File: config.mk
export PLATFORM = sky130hd
export DESIGN_NAME = volume_fade_ramp_controller_flat
export DESIGN_NICKNAME = d
export VERILOG_FILES = /design/src/rtl/core/vfr_pkg.sv /design/src/rtl/core/vfr_evt_if.sv /design/src/rtl/core/vfr_res_if.sv /design/src/rtl/core/vfr_div.sv /design/src/rtl/core/volume_fade_ramp_controller.sv /design/src/flat_wrapper.sv
export SDC_FILE = /design/constraint.sdc
export NUM_CORES = 1
export LEC_CHECK = 0
export BUFFER_PORTS_ARGS = -buffer_cell sky130_fd_sc_hd__buf_2
export CORE_MARGIN = 4
export CORE_UTILIZATION = 40
export DETAILED_ROUTE_END_ITERATION = 16
export PLACE_DENSITY = 0.53
export SLEW_MARGIN = 20
export SYNTH_ARGS = -nofsm -noshare
export SYNTH_HDL_FRONTEND = slang
export SYNTH_HIERARCHICAL = 1
export SYNTH_SLANG_ARGS = --single-unit
File: constraint.sdc
create_clock -name clk -period 7.2 [get_ports clk]
set_input_delay 1.44 -clock clk [delete_from_list [all_inputs] [get_ports clk]]
set_output_delay 1.44 -clock clk [all_outputs]
set_load 0.05 [all_outputs]
File: src/rtl/core/vfr_pkg.sv
package vfr_pkg;

	// Field widths of the transaction channels
	localparam int OP_W    = 3;
	localparam int COUNT_W = 18;
	localparam int VOL_W   = 8;
	localparam int STAT_W  = 3;

	// Configuration register widths
	localparam int BPS_W  = 21;
	localparam int FADE_W = 15;
	localparam int REM_W  = FADE_W;

	// APB port
	localparam int APB_AW = 3;
	localparam int APB_DW = 32;

	// Register indexes, taken from paddr[2]
	localparam logic REG_BPS  = 1'b0;
	localparam logic REG_FADE = 1'b1;

	// Reset values of the configuration registers
	localparam logic [BPS_W-1:0]  BPS_RESET  = 21'd176400;
	localparam logic [FADE_W-1:0] FADE_RESET = 15'd2000;

	// Milliseconds per second, used to scale byte counts
	localparam int MS_W = 10;
	localparam logic [MS_W-1:0] MS_PER_SEC = 10'd1000;

	typedef enum logic [OP_W-1:0] {
		OP_PLAY     = 3'd0,
		OP_FADE_OUT = 3'd1,
		OP_FADE_IN  = 3'd2,
		OP_CANCEL   = 3'd3,
		OP_MUTE     = 3'd4
	} op_t;

	typedef enum logic [STAT_W-1:0] {
		MODE_IDLE        = 3'd0,
		MODE_OUT_PENDING = 3'd1,
		MODE_FADING_OUT  = 3'd2,
		MODE_IN_PENDING  = 3'd3,
		MODE_FADING_IN   = 3'd4
	} mode_t;

	typedef enum logic [2:0] {
		ST_IDLE,
		ST_DIV1,
		ST_MUL,
		ST_DIV2,
		ST_DONE
	} seq_state_t;

endpackage

File: src/rtl/core/vfr_evt_if.sv
interface vfr_evt_if
	import vfr_pkg::*;
();
	logic               valid;
	logic               ready;
	logic [OP_W-1:0]    operation;
	logic [COUNT_W-1:0] byte_count;
	logic [VOL_W-1:0]   current_volume;

	modport source(output valid, output operation, output byte_count, output current_volume,
		input ready);
	modport sink(input valid, input operation, input byte_count, input current_volume,
		output ready);
endinterface

File: src/rtl/core/vfr_res_if.sv
interface vfr_res_if
	import vfr_pkg::*;
();
	logic              valid;
	logic              ready;
	logic              volume_write;
	logic [VOL_W-1:0]  volume_value;
	logic [STAT_W-1:0] fade_status;
	logic              mute_on;

	modport source(output valid, output volume_write, output volume_value, output fade_status,
		output mute_on, input ready);
	modport sink(input valid, input volume_write, input volume_value, input fade_status,
		input mute_on, output ready);
endinterface

File: src/rtl/core/vfr_div.sv
// Restoring divider, two quotient bits per cycle.
module vfr_div
	import vfr_pkg::*;
#(
	parameter int DW  = 28,
	parameter int DVW = 21
) (
	input  logic           clk,
	input  logic           arst_n,
	input  logic           start,
	input  logic [DW-1:0]  dividend,
	input  logic [DVW-1:0] divisor,
	output logic           done,
	output logic [DW-1:0]  quotient
);
	localparam int STEPS = DW / 2;
	localparam int CW    = $clog2(STEPS + 1);

	logic [DW-1:0]  num_q;
	logic [DVW:0]   rem_q;
	logic [DVW-1:0] dvs_q;
	logic [CW-1:0]  cnt_q;
	logic           done_q;

	logic [DVW:0] r1, r1n, r2, r2n;
	logic         ge1, ge2;

	// Two dependent compare-subtract steps
	always_comb begin
		r1  = {rem_q[DVW-1:0], num_q[DW-1]};
		ge1 = r1 >= {1'b0, dvs_q};
		r1n = ge1 ? (r1 - {1'b0, dvs_q}) : r1;
		r2  = {r1n[DVW-1:0], num_q[DW-2]};
		ge2 = r2 >= {1'b0, dvs_q};
		r2n = ge2 ? (r2 - {1'b0, dvs_q}) : r2;
	end

	// Load on start, then shift quotient bits in until the count runs out
	always_ff @(posedge clk or negedge arst_n) begin
		if (!arst_n) begin
			cnt_q  <= '0;
			done_q <= 1'b0;
		end else begin
			done_q <= 1'b0;
			if (start) begin
				cnt_q <= CW'(STEPS);
			end else if (cnt_q != '0) begin
				cnt_q <= cnt_q - 1'b1;
				if (cnt_q == CW'(1)) begin
					done_q <= 1'b1;
				end
			end
		end
	end

	always_ff @(posedge clk) begin
		if (start) begin
			num_q <= dividend;
			rem_q <= '0;
			dvs_q <= divisor;
		end else if (cnt_q != '0) begin
			num_q <= {num_q[DW-3:0], ge1, ge2};
			rem_q <= r2n;
		end
	end

	assign done     = done_q;
	assign quotient = num_q;

endmodule

File: src/rtl/core/volume_fade_ramp_controller.sv
// Channel  Dir  Fields                                          Handshake
// -------  ---  ----------------------------------------------  ------------
// evt      in   operation, byte_count, current_volume           valid/ready
// res      out  volume_write, volume_value, fade_status, mute_on valid/ready
// apb      in   bytes_per_second @0x0, fade_time_ms @0x4        psel/penable
//
// A played block during a fade runs one shared divider twice: elapsed ms
// (count*1000/rate) and the ramp volume (saved*remaining/fade_time). The
// second pass is started from ST_MUL and is skipped when the first pass ends
// the fade; every event then waits in ST_DONE to hand its result over. No new
// event is taken until the sequencer is back in ST_IDLE.
// Reset is asynchronous and clears the control and fade state, not the result data.
// A new event is taken while a finished result waits on res; the block
// stalls only when a second result is ready and res is still full.
module volume_fade_ramp_controller
	import vfr_pkg::*;
#(
	parameter int VOLUME_BITS = 8
) (
	input  logic              clk,
	input  logic              arst_n,
	input  logic              psel,
	input  logic              penable,
	input  logic              pwrite,
	input  logic [APB_AW-1:0] paddr,
	input  logic [APB_DW-1:0] pwdata,
	output logic [APB_DW-1:0] prdata,
	output logic              pready,
	vfr_evt_if.sink           evt,
	vfr_res_if.source         res
);
	localparam int ProdW = VOLUME_BITS + REM_W;
	localparam int CntW  = COUNT_W + MS_W;
	localparam int RawW  = (ProdW > CntW) ? ProdW : CntW;
	localparam int DivW  = RawW + (RawW % 2);
	localparam int CapW  = (VOLUME_BITS < VOL_W) ? VOLUME_BITS : VOL_W;

	// Configuration registers
	logic [BPS_W-1:0]  bps_q;
	logic [FADE_W-1:0] fade_q;

	// Fade state
	seq_state_t             state_q, state_d;
	mode_t                  mode_q, mode_d;
	logic [REM_W-1:0]       rem_q, rem_d;
	logic [VOLUME_BITS-1:0] saved_q, saved_d;
	logic                   mute_q, mute_d;
	logic                   wr_q, wr_d;
	logic [VOLUME_BITS-1:0] val_q, val_d;

	// Output register
	logic                   out_valid_q;
	logic                   out_wr_q;
	logic [VOLUME_BITS-1:0] out_val_q;
	mode_t                  out_mode_q;
	logic                   out_mute_q;
	logic                   out_load;

	// Shared divider
	logic              div_start;
	logic [DivW-1:0]   div_dividend;
	logic [BPS_W-1:0]  div_divisor;
	logic              div_done;
	logic [DivW-1:0]   div_q;

	logic [CntW-1:0]        prod_ms;
	logic [ProdW-1:0]       prod_vol;
	logic [FADE_W-1:0]      fade_len;
	logic [BPS_W-1:0]       rate;
	logic [VOLUME_BITS-1:0] cap_vol;
	logic [VOLUME_BITS-1:0] ramp_t;
	logic                   ev_ready;

	// APB writes and reads
	always_ff @(posedge clk or negedge arst_n) begin
		if (!arst_n) begin
			bps_q  <= BPS_RESET;
			fade_q <= FADE_RESET;
		end else if (psel && penable && pwrite) begin
			case (paddr[2])
				REG_BPS:  bps_q  <= pwdata[BPS_W-1:0];
				REG_FADE: fade_q <= pwdata[FADE_W-1:0];
				default:  ;
			endcase
		end
	end

	always_comb begin
		case (paddr[2])
			REG_BPS:  prdata = APB_DW'(bps_q);
			REG_FADE: prdata = APB_DW'(fade_q);
			default:  prdata = '0;
		endcase
	end

	assign pready = 1'b1;

	// Operands; a zero rate or fade time counts as one
	assign rate     = (bps_q == '0) ? BPS_W'(1) : bps_q;
	assign fade_len = (fade_q == '0) ? FADE_W'(1) : fade_q;
	assign prod_ms  = evt.byte_count * MS_PER_SEC;
	assign prod_vol = saved_q * rem_q;
	assign cap_vol  = VOLUME_BITS'(evt.current_volume[CapW-1:0]);
	assign ramp_t   = (div_q > DivW'(saved_q)) ? saved_q : div_q[VOLUME_BITS-1:0];

	vfr_div #(
		.DW (DivW),
		.DVW(BPS_W)
	) u_div (
		.clk     (clk),
		.arst_n  (arst_n),
		.start   (div_start),
		.dividend(div_dividend),
		.divisor (div_divisor),
		.done    (div_done),
		.quotient(div_q)
	);

	// Sequencer: next state and register updates
	always_comb begin
		state_d      = state_q;
		mode_d       = mode_q;
		rem_d        = rem_q;
		saved_d      = saved_q;
		mute_d       = mute_q;
		wr_d         = wr_q;
		val_d        = val_q;
		div_start    = 1'b0;
		div_dividend = DivW'(prod_ms);
		div_divisor  = rate;
		ev_ready     = 1'b0;
		out_load     = 1'b0;
		case (state_q)
			ST_IDLE: begin
				ev_ready = 1'b1;
				if (evt.valid) begin
					wr_d    = 1'b0;
					val_d   = '0;
					state_d = ST_DONE;
					case (op_t'(evt.operation))
						OP_PLAY: begin
							if (mode_q == MODE_OUT_PENDING) begin
								saved_d   = cap_vol;
								mode_d    = MODE_FADING_OUT;
								rem_d     = fade_len;
								state_d   = ST_DIV1;
								div_start = 1'b1;
							end else if (mode_q == MODE_IN_PENDING) begin
								mode_d    = MODE_FADING_IN;
								rem_d     = fade_len;
								state_d   = ST_DIV1;
								div_start = 1'b1;
							end else if (mode_q inside {MODE_FADING_OUT, MODE_FADING_IN}) begin
								state_d   = ST_DIV1;
								div_start = 1'b1;
							end
						end
						OP_FADE_OUT: begin
							if (mode_q == MODE_IDLE) begin
								mode_d = MODE_OUT_PENDING;
							end
						end
						OP_FADE_IN: begin
							if (mode_q == MODE_IDLE && saved_q != '0) begin
								mode_d = MODE_IN_PENDING;
							end
						end
						OP_CANCEL: begin
							mute_d = 1'b0;
							mode_d = MODE_IDLE;
						end
						OP_MUTE: begin
							mute_d = 1'b1;
						end
						default: ;
					endcase
				end
			end
			// Shorten the remaining time; end the fade when it runs out
			ST_DIV1: begin
				if (div_done) begin
					wr_d = 1'b1;
					if (div_q >= DivW'(rem_q)) begin
						rem_d   = '0;
						mode_d  = MODE_IDLE;
						state_d = ST_DONE;
						if (mode_q == MODE_FADING_OUT) begin
							val_d = '0;
						end else begin
							val_d   = saved_q;
							saved_d = '0;
						end
					end else begin
						rem_d   = rem_q - div_q[REM_W-1:0];
						state_d = ST_MUL;
					end
				end
			end
			ST_MUL: begin
				div_start    = 1'b1;
				div_dividend = DivW'(prod_vol);
				div_divisor  = BPS_W'(fade_len);
				state_d      = ST_DIV2;
			end
			// Scale the saved volume by the remaining fraction; a fade-in takes the rest of it
			ST_DIV2: begin
				div_divisor = BPS_W'(fade_len);
				if (div_done) begin
					val_d   = (mode_q == MODE_FADING_OUT) ? ramp_t : (saved_q - ramp_t);
					state_d = ST_DONE;
				end
			end
			// Hand the result over once the output register is free
			ST_DONE: begin
				if (!out_valid_q || res.ready) begin
					out_load = 1'b1;
					state_d  = ST_IDLE;
				end
			end
			default: state_d = ST_IDLE;
		endcase
	end

	always_ff @(posedge clk or negedge arst_n) begin
		if (!arst_n) begin
			state_q <= ST_IDLE;
			mode_q  <= MODE_IDLE;
			rem_q   <= '0;
			saved_q <= '0;
			mute_q  <= 1'b0;
			wr_q    <= 1'b0;
			val_q   <= '0;
		end else begin
			state_q <= state_d;
			mode_q  <= mode_d;
			rem_q   <= rem_d;
			saved_q <= saved_d;
			mute_q  <= mute_d;
			wr_q    <= wr_d;
			val_q   <= val_d;
		end
	end

	// Output register: load a finished result, drop it once taken
	always_ff @(posedge clk or negedge arst_n) begin
		if (!arst_n) begin
			out_valid_q <= 1'b0;
		end else if (out_load) begin
			out_valid_q <= 1'b1;
		end else if (res.ready) begin
			out_valid_q <= 1'b0;
		end
	end

	always_ff @(posedge clk) begin
		if (out_load) begin
			out_wr_q   <= wr_q;
			out_val_q  <= val_q;
			out_mode_q <= mode_q;
			out_mute_q <= mute_q;
		end
	end

	assign evt.ready        = ev_ready;
	assign res.valid        = out_valid_q;
	assign res.volume_write = out_wr_q;
	assign res.volume_value = VOL_W'(out_val_q);
	assign res.fade_status  = out_mode_q;
	assign res.mute_on      = out_mute_q;

endmodule

File: src/flat_wrapper.sv
// flat-port wrapper written by rule: the top's interface ports become plain ports
module volume_fade_ramp_controller_flat import vfr_pkg::*;
#(
	parameter int VOLUME_BITS = 8
)
  (clk, arst_n, psel, penable, pwrite, paddr, pwdata, prdata, pready, evt_valid, evt_operation, evt_byte_count, evt_current_volume, evt_ready, res_valid, res_volume_write, res_volume_value, res_fade_status, res_mute_on, res_ready);
  vfr_evt_if evt_i ();
  vfr_res_if res_i ();
  input  logic clk;
  input  logic arst_n;
  input  logic psel;
  input  logic penable;
  input  logic pwrite;
  input  logic [APB_AW-1:0] paddr;
  input  logic [APB_DW-1:0] pwdata;
  output logic [APB_DW-1:0] prdata;
  output logic pready;
  input wire logic [$bits(evt_i.valid)-1:0] evt_valid;
  input wire logic [$bits(evt_i.operation)-1:0] evt_operation;
  input wire logic [$bits(evt_i.byte_count)-1:0] evt_byte_count;
  input wire logic [$bits(evt_i.current_volume)-1:0] evt_current_volume;
  output wire logic [$bits(evt_i.ready)-1:0] evt_ready;
  output wire logic [$bits(res_i.valid)-1:0] res_valid;
  output wire logic [$bits(res_i.volume_write)-1:0] res_volume_write;
  output wire logic [$bits(res_i.volume_value)-1:0] res_volume_value;
  output wire logic [$bits(res_i.fade_status)-1:0] res_fade_status;
  output wire logic [$bits(res_i.mute_on)-1:0] res_mute_on;
  input wire logic [$bits(res_i.ready)-1:0] res_ready;
  assign evt_i.valid = evt_valid;
  assign evt_i.operation = evt_operation;
  assign evt_i.byte_count = evt_byte_count;
  assign evt_i.current_volume = evt_current_volume;
  assign evt_ready = evt_i.ready;
  assign res_valid = res_i.valid;
  assign res_volume_write = res_i.volume_write;
  assign res_volume_value = res_i.volume_value;
  assign res_fade_status = res_i.fade_status;
  assign res_mute_on = res_i.mute_on;
  assign res_i.ready = res_ready;
  volume_fade_ramp_controller #(.VOLUME_BITS(VOLUME_BITS)) u_core (.clk(clk), .arst_n(arst_n), .psel(psel), .penable(penable), .pwrite(pwrite), .paddr(paddr), .pwdata(pwdata), .prdata(prdata), .pready(pready), .evt(evt_i), .res(res_i));
endmodule
==> flow_summary.ini, run 1 <==
[die]
rows = 77
fp.dieW_um = 220.8
start_util_pct = 40.68
dieArea_um2 = 48730
die_h_um = 220.8
io_pins = 119
core_region_area_um2 = 44510

[place]
numPortBuffers = 93
dpl.hpwl_um = 39460
place.gp.congestion = 0.8921

[cells_and_area]
drive_above_1_share_pct = 13.28
multi_input_area_um2 = 12520
fin_nets = 2460
seq_area_um2 = 4324
syn_to_final_growth_pct = 9.765
final_cell_mix = inv_1, nor2_1, ha_1, fa_1, nand2_1
final_common_cell = inv_1
fillCellCount = 4431

[critical_path]
setup.worst_path.start_class = register
crit_buf_inv = 3
cp_max_fo = 17
rrSetupSlack_ps = 890
cp_slowest_cell = a211oi_1
critical_path_class = reg -> reg
crit_family = compound AO/OA/AOI/OAI gates
rr_endpoint = u_core/u_div/rem_q[15]$_SDFFE_PP0N_
path_cells = inv_1 -> ha_1 -> inv_1 -> fa_1 -> a211oi_2 -> o21ai_2 -> o21ai_1 -> a311oi_2 -> o31ai_4 -> or2_1 -> o21ai_1 -> fa_1 -> a21o_1 -> a221o_1 -> o31ai_2 -> a31oi_1 -> a211oi_1 -> o21ai_4 -> buf_4 -> mux2i_1 -> o21ai_1
cp_slowest_stage_delay_ps = 500
required_ps = 7500
r2r_start = u_core/u_div/quotient[27]$_DFFE_PP_
crit_top_cell = o21ai_1
reg2regPathDepth = 21
cp_data_arrival_time_ps = 6620
crit_path_end_kind = register

[clock_tree]
cts.clk_slew.worst_paths_ps = 70
postCtsSetupBuffers = 0
ctsResizeCount = 0
clock-root-buffer = clkbuf_16
cts_tree = yes
clockBufferDepth = 2
htree_levels = 4
cts.sinks = 164
insertion_delay_ps = 450
hold_buffers = 0
cts_made_buffers = 17

[synthesis]
synth_ff_type = dfrtp_1
syn_inst = 1976
ys_warn_count = 6
syn_area_um2 = 18100
synthMuxAreaShare_pct = 7.312
syn-mean-instance-area_um2 = 9.162
synth_top_family_by_area = adder cells
synth_compound_area_share_pct = 15.34
yosysUniqueCellTypes = 93
yosysSeqAreaShare_pct = 23.88
synthAdderAreaFrac_pct = 28.85
ys_top_cells_by_area = fa_1, ha_1, edfxtp_1, dfrtp_1, mux2_2
synth_edf_count = 62
synthXorXnorAreaFrac_pct = 3.870
async_flop_share_pct = 49.39
synth.top_cell.area_share_pct = 15.92
synth_seq_cells = 164
synth-simple-area-share_pct = 13.43
yosysTopAreaCell = fa_1

[timing]
hold_viol = 0
fin_worst_skew_ps = 14.75
slew_viol_final = 0
min_period_ps = 6313
setup_tns_ps = 0
worstMarginPinSlew_ps = 1073
min_period_over_period_pct = 87.69
fmax_mhz = 158.4
rsz0062_at_grt = false
final-setup-viol-count = 0
slew_headroom_pct = 28.49

[global_route]
grt_pass1_wl_um = 78190
grt-ovfl-total = 0
grt_max_degree = 62
grt_pass1_vias = 14510
track_usage_pct = 20.34
grt_antenna_before_repair = 3

[drt]
viasPerCell = 5.349
drt-pass1-iter-count = 5
finalWirelength_um = 48430
met3_length_um = 1651
wl_met1_um = 22450
wl_per_cell_um = 18.18
drt_iter0_drc = 798
routed.top_layer = met5
met2WireLength_um = 23420
drtAntennaViolNets = 0
vias = 14250
drc = 0

[min_path]
hp-class = reg -> reg
min_path_cells = 0
hold_end = u_core/res.volume_write$_DFFE_PP_
hp-start = u_core/wr_q$_DFFE_PN0P_

[outcome]
status = finished, final reports clean

[job]
max_cap_viol_count = 0
flip-flops by register name (all words and copies together) (netlist names), 4 cells and up:
register                 flops
u_core/res.volume_value      8
u_core/rem_q                15
u_core/val_q                 8
u_core/u_div/quotient       28
u_core/fade_q               15
u_core/u_div/cnt_q           4
u_core/bps_q                21
u_core/u_div/dvs_q          21
u_core/saved_q               8
u_core/u_div/rem_q          21
layer usage:
layer	vias to the layer above	GRT usage [%]
met4	4	5.076
met3	58	2.307
met2	246	34.63
li1	6956	-
met1	6985	27.80
met5	-	0
cell usage after synthesis, drive strengths merged, types with 6 or more instances:
cell type,count
ha,187
buf,36
edfxtp,62
nand3,40
a211oi,7
clkinv,9
inv,261
a22o,18
nor3,28
dfxtp,21
o21a,21
xor2,39
and2,14
a21o,38
a31o,6
dfrtp,69
mux2i,22
o31ai,12
nand4,17
nor2,205
or3,11
xnor2,41
nor4,14
a21oi,114
nor2b,29
mux2,98
o211ai,10
o21bai,11
and3,12
nand2b,17
clkbuf,31
fa,144
nand2,115
a31oi,28
dfstp,12
o21ai,96
worst max path at each step:
stage,start,to,slack (ps),depth (start not counted)
final,u_core/u_div/quotient[27]$_DFFE_PP_,u_core/u_div/rem_q[15]$_SDFFE_PP0N_,890,21
after global routing,u_core/u_div/quotient[27]$_DFFE_PP_,u_core/u_div/rem_q[15]$_SDFFE_PP0N_,640,21
after CTS,u_core/u_div/quotient[27]$_DFFE_PP_,u_core/u_div/rem_q[15]$_SDFFE_PP0N_,900,21
after detailed placement,evt_byte_count[10],u_core/u_div/quotient[27]$_DFFE_PP_,780,19
after global placement,evt_byte_count[10],u_core/u_div/quotient[27]$_DFFE_PP_,770,19
after floorplan,evt_byte_count[9],u_core/u_div/quotient[27]$_DFFE_PP_,1280,18
per-stage QoR:
stage | cells | util (%) | hold slack, ps | setup slack [ps] | instance area [um2]
4_1_cts | 2663 | 44.63 | 456.2 | 896.2 | 19860
3_3_place_gp | 2631 | 43.27 | 436.6 | 774.0 | 19260
5_1_grt | 2663 | 44.64 | 466.6 | 643.2 | 19870
2_1_floorplan | 1986 | - | 417.1 | 1277 | 18140
3_5_place_dp | 2631 | 43.27 | 439.2 | 781.1 | 19260
6_report | 2664 | 44.65 | 453.8 | 886.7 | 19870
cells by family after synthesis:
kind of cell    after synthesis
fa+ha+maj                   331
buf+inv                     337
simple gates                522
other cells                   2
mux                         120
compound gates              420
xor+xnor                     80
flops                       164
final cells by class:
type                       instances  area share (%)
antenna                            1         0.01259
clock buffer                      19           2.178
clock inverter                    13          0.8500
inverter                         270           5.100
multi-input combinational       1485           63.00
sequential                       164           21.76
tap                              592           3.727
timing repair buffer             120           3.375
Power of run 1 is left out: the tool's default activity adds up to more than one toggle a clock period on the data nets, which glitch-free logic cannot reach.
==> run 2, diff against run 1 <==
Settings changed: PLACE_DENSITY 0.53 to default, PLACE_DENSITY_LB_ADDON from default to 0.08.
==> flow_summary.ini, run 2 (synthesis gave the netlist of run 1 again) <==
[outcome]
status = finished, final reports clean

[die]
start_util_pct = 40.68
die_h_um = 220.8
core_region_area_um2 = 44510
dieArea_um2 = 48730
rows = 77
fp.dieW_um = 220.8
io_pins = 119

[global_route]
grt_pass1_vias = 14340
grt-ovfl-total = 0
grt_max_degree = 69
grt_antenna_before_repair = 0
grt_pass1_wl_um = 79610
track_usage_pct = 20.83

[drt]
drt-pass1-iter-count = 6
wl_per_cell_um = 18.57
finalWirelength_um = 49390
vias = 14350
viasPerCell = 5.394
drc = 0
drtAntennaViolNets = 0
drt_iter0_drc = 1085

[critical_path]
critical_path_class = reg -> reg
reg2regPathDepth = 17
cp_max_fo = 20
path_cells = inv_1 -> fa_1 -> a211oi_2 -> o21ai_2 -> o21ai_1 -> a311oi_2 -> o31ai_4 -> nor2_2 -> mux2_1 -> ha_1 -> and3_1 -> a221o_1 -> o31ai_2 -> a31oi_1 -> a211oi_1 -> o21ai_4 -> mux2_2
required_ps = 7410
crit_family = compound AO/OA/AOI/OAI gates
cp_slowest_cell = nor2_2
crit_buf_inv = 1
rrSetupSlack_ps = 940
cp_data_arrival_time_ps = 6470
rr_endpoint = u_core/u_div/quotient[0]$_DFFE_PP_
setup.worst_path.start_class = register
r2r_start = u_core/u_div/dvs_q[1]$_DFFE_PP_
cp_slowest_stage_delay_ps = 750
crit_path_end_kind = register

[timing]
setup_tns_ps = 0
fmax_mhz = 159.8
slew_headroom_pct = 25.79
rsz0062_at_grt = false
min_period_ps = 6257
setup_ws_ps = 942.6
hold_viol = 0
final-setup-viol-count = 0
fin_worst_skew_ps = 13.20
min_period_over_period_pct = 86.91
worstMarginPinSlew_ps = 1103
slew_viol_final = 0

[min_path]
min_path_cells = 0
hp-class = reg -> reg
hold_end = u_core/res.volume_value[0]$_DFFE_PP_
hp-start = u_core/val_q[0]$_DFFE_PN0P_

[cells_and_area]
fin_cells = 2660
final_util_pct = 44.56
num_antenna_cells = 0
largest_reg_flops = 28
drive_above_1_share_pct = 13.25
fin_nets = 2457
syn_to_final_growth_pct = 9.537
final_common_cell = inv_1
final_cell_mix = inv_1, nor2_1, ha_1, fa_1, nand2_1
fillCellCount = 4395

[clock_tree]
ctsResizeCount = 0
clockBufferDepth = 2
cts.clk_slew.worst_paths_ps = 70
hold_buffers = 0
cts.sinks = 164
cts_made_buffers = 17
htree_levels = 4
insertion_delay_ps = 460
cts_tree = yes
clock-root-buffer = clkbuf_16
postCtsSetupBuffers = 0

[place]
numPortBuffers = 93
dpl.hpwl_um = 39310
place_inst = 2627
place.gp.congestion = 0.8907
place_ws_ps = 737.9

[job]
max_cap_viol_count = 0
[run 2: metrics by stage]
step | hold slack, ps | area, um2
2_1_floorplan | 417.1 | 18140
3_3_place_gp | 436.9 | 19240
3_5_place_dp | 437.3 | 19240
4_1_cts | 454.7 | 19820
5_1_grt | 468.4 | 19830
6_report | 451.7 | 19830
[run 2: worst register-to-register path, delay by kind of cell (launching register included)]
family	cells	cell delay (ps)
simple gates	2	960
fa+ha+maj	2	670
flops	1	450
compound gates	10	2890
buf+inv	1	230
mux	2	820
[run 2: worst max path at each step]
| stage | startpoint | slack [ps] | depth (start not counted) | endpoint |
|---|---|---|---|---|
| 2_1_floorplan | evt_byte_count[9] | 1280 | 18 | u_core/u_div/quotient[27]$_DFFE_PP_ |
| 3_3_place_gp | evt_byte_count[10] | 750 | 19 | u_core/u_div/quotient[27]$_DFFE_PP_ |
| 3_5_place_dp | evt_byte_count[9] | 740 | 19 | u_core/u_div/quotient[27]$_DFFE_PP_ |
| 4_1_cts | u_core/u_div/quotient[27]$_DFFE_PP_ | 950 | 19 | u_core/u_div/quotient[0]$_DFFE_PP_ |
| 5_1_grt | u_core/u_div/quotient[27]$_DFFE_PP_ | 540 | 20 | u_core/u_div/rem_q[19]$_SDFFE_PP0N_ |
| 6_report | u_core/u_div/dvs_q[1]$_DFFE_PP_ | 940 | 17 | u_core/u_div/quotient[0]$_DFFE_PP_ |
[run 2: cell type report]
class / instances / area [um2] / area share (%)
well taps: 592 / 740.7 / 3.735
multi-input cells: 1485 / 12520 / 63.13
clock inverters: 15 / 160.2 / 0.8076
repair buffers: 117 / 648.1 / 3.268
clock buffers: 17 / 425.4 / 2.145
inverters: 270 / 1013 / 5.110
flip-flops and latches: 164 / 4324 / 21.80
[run 2: routing by layer]
layer | wire length (um) | global-route usage, %
met1 | 23830 | 30.07
met2 | 22540 | 33.49
met3 | 2110 | 2.307
met4 | 903 | 5.450
met5 | 0 | 0
Power of run 2 is left out for the same reason.
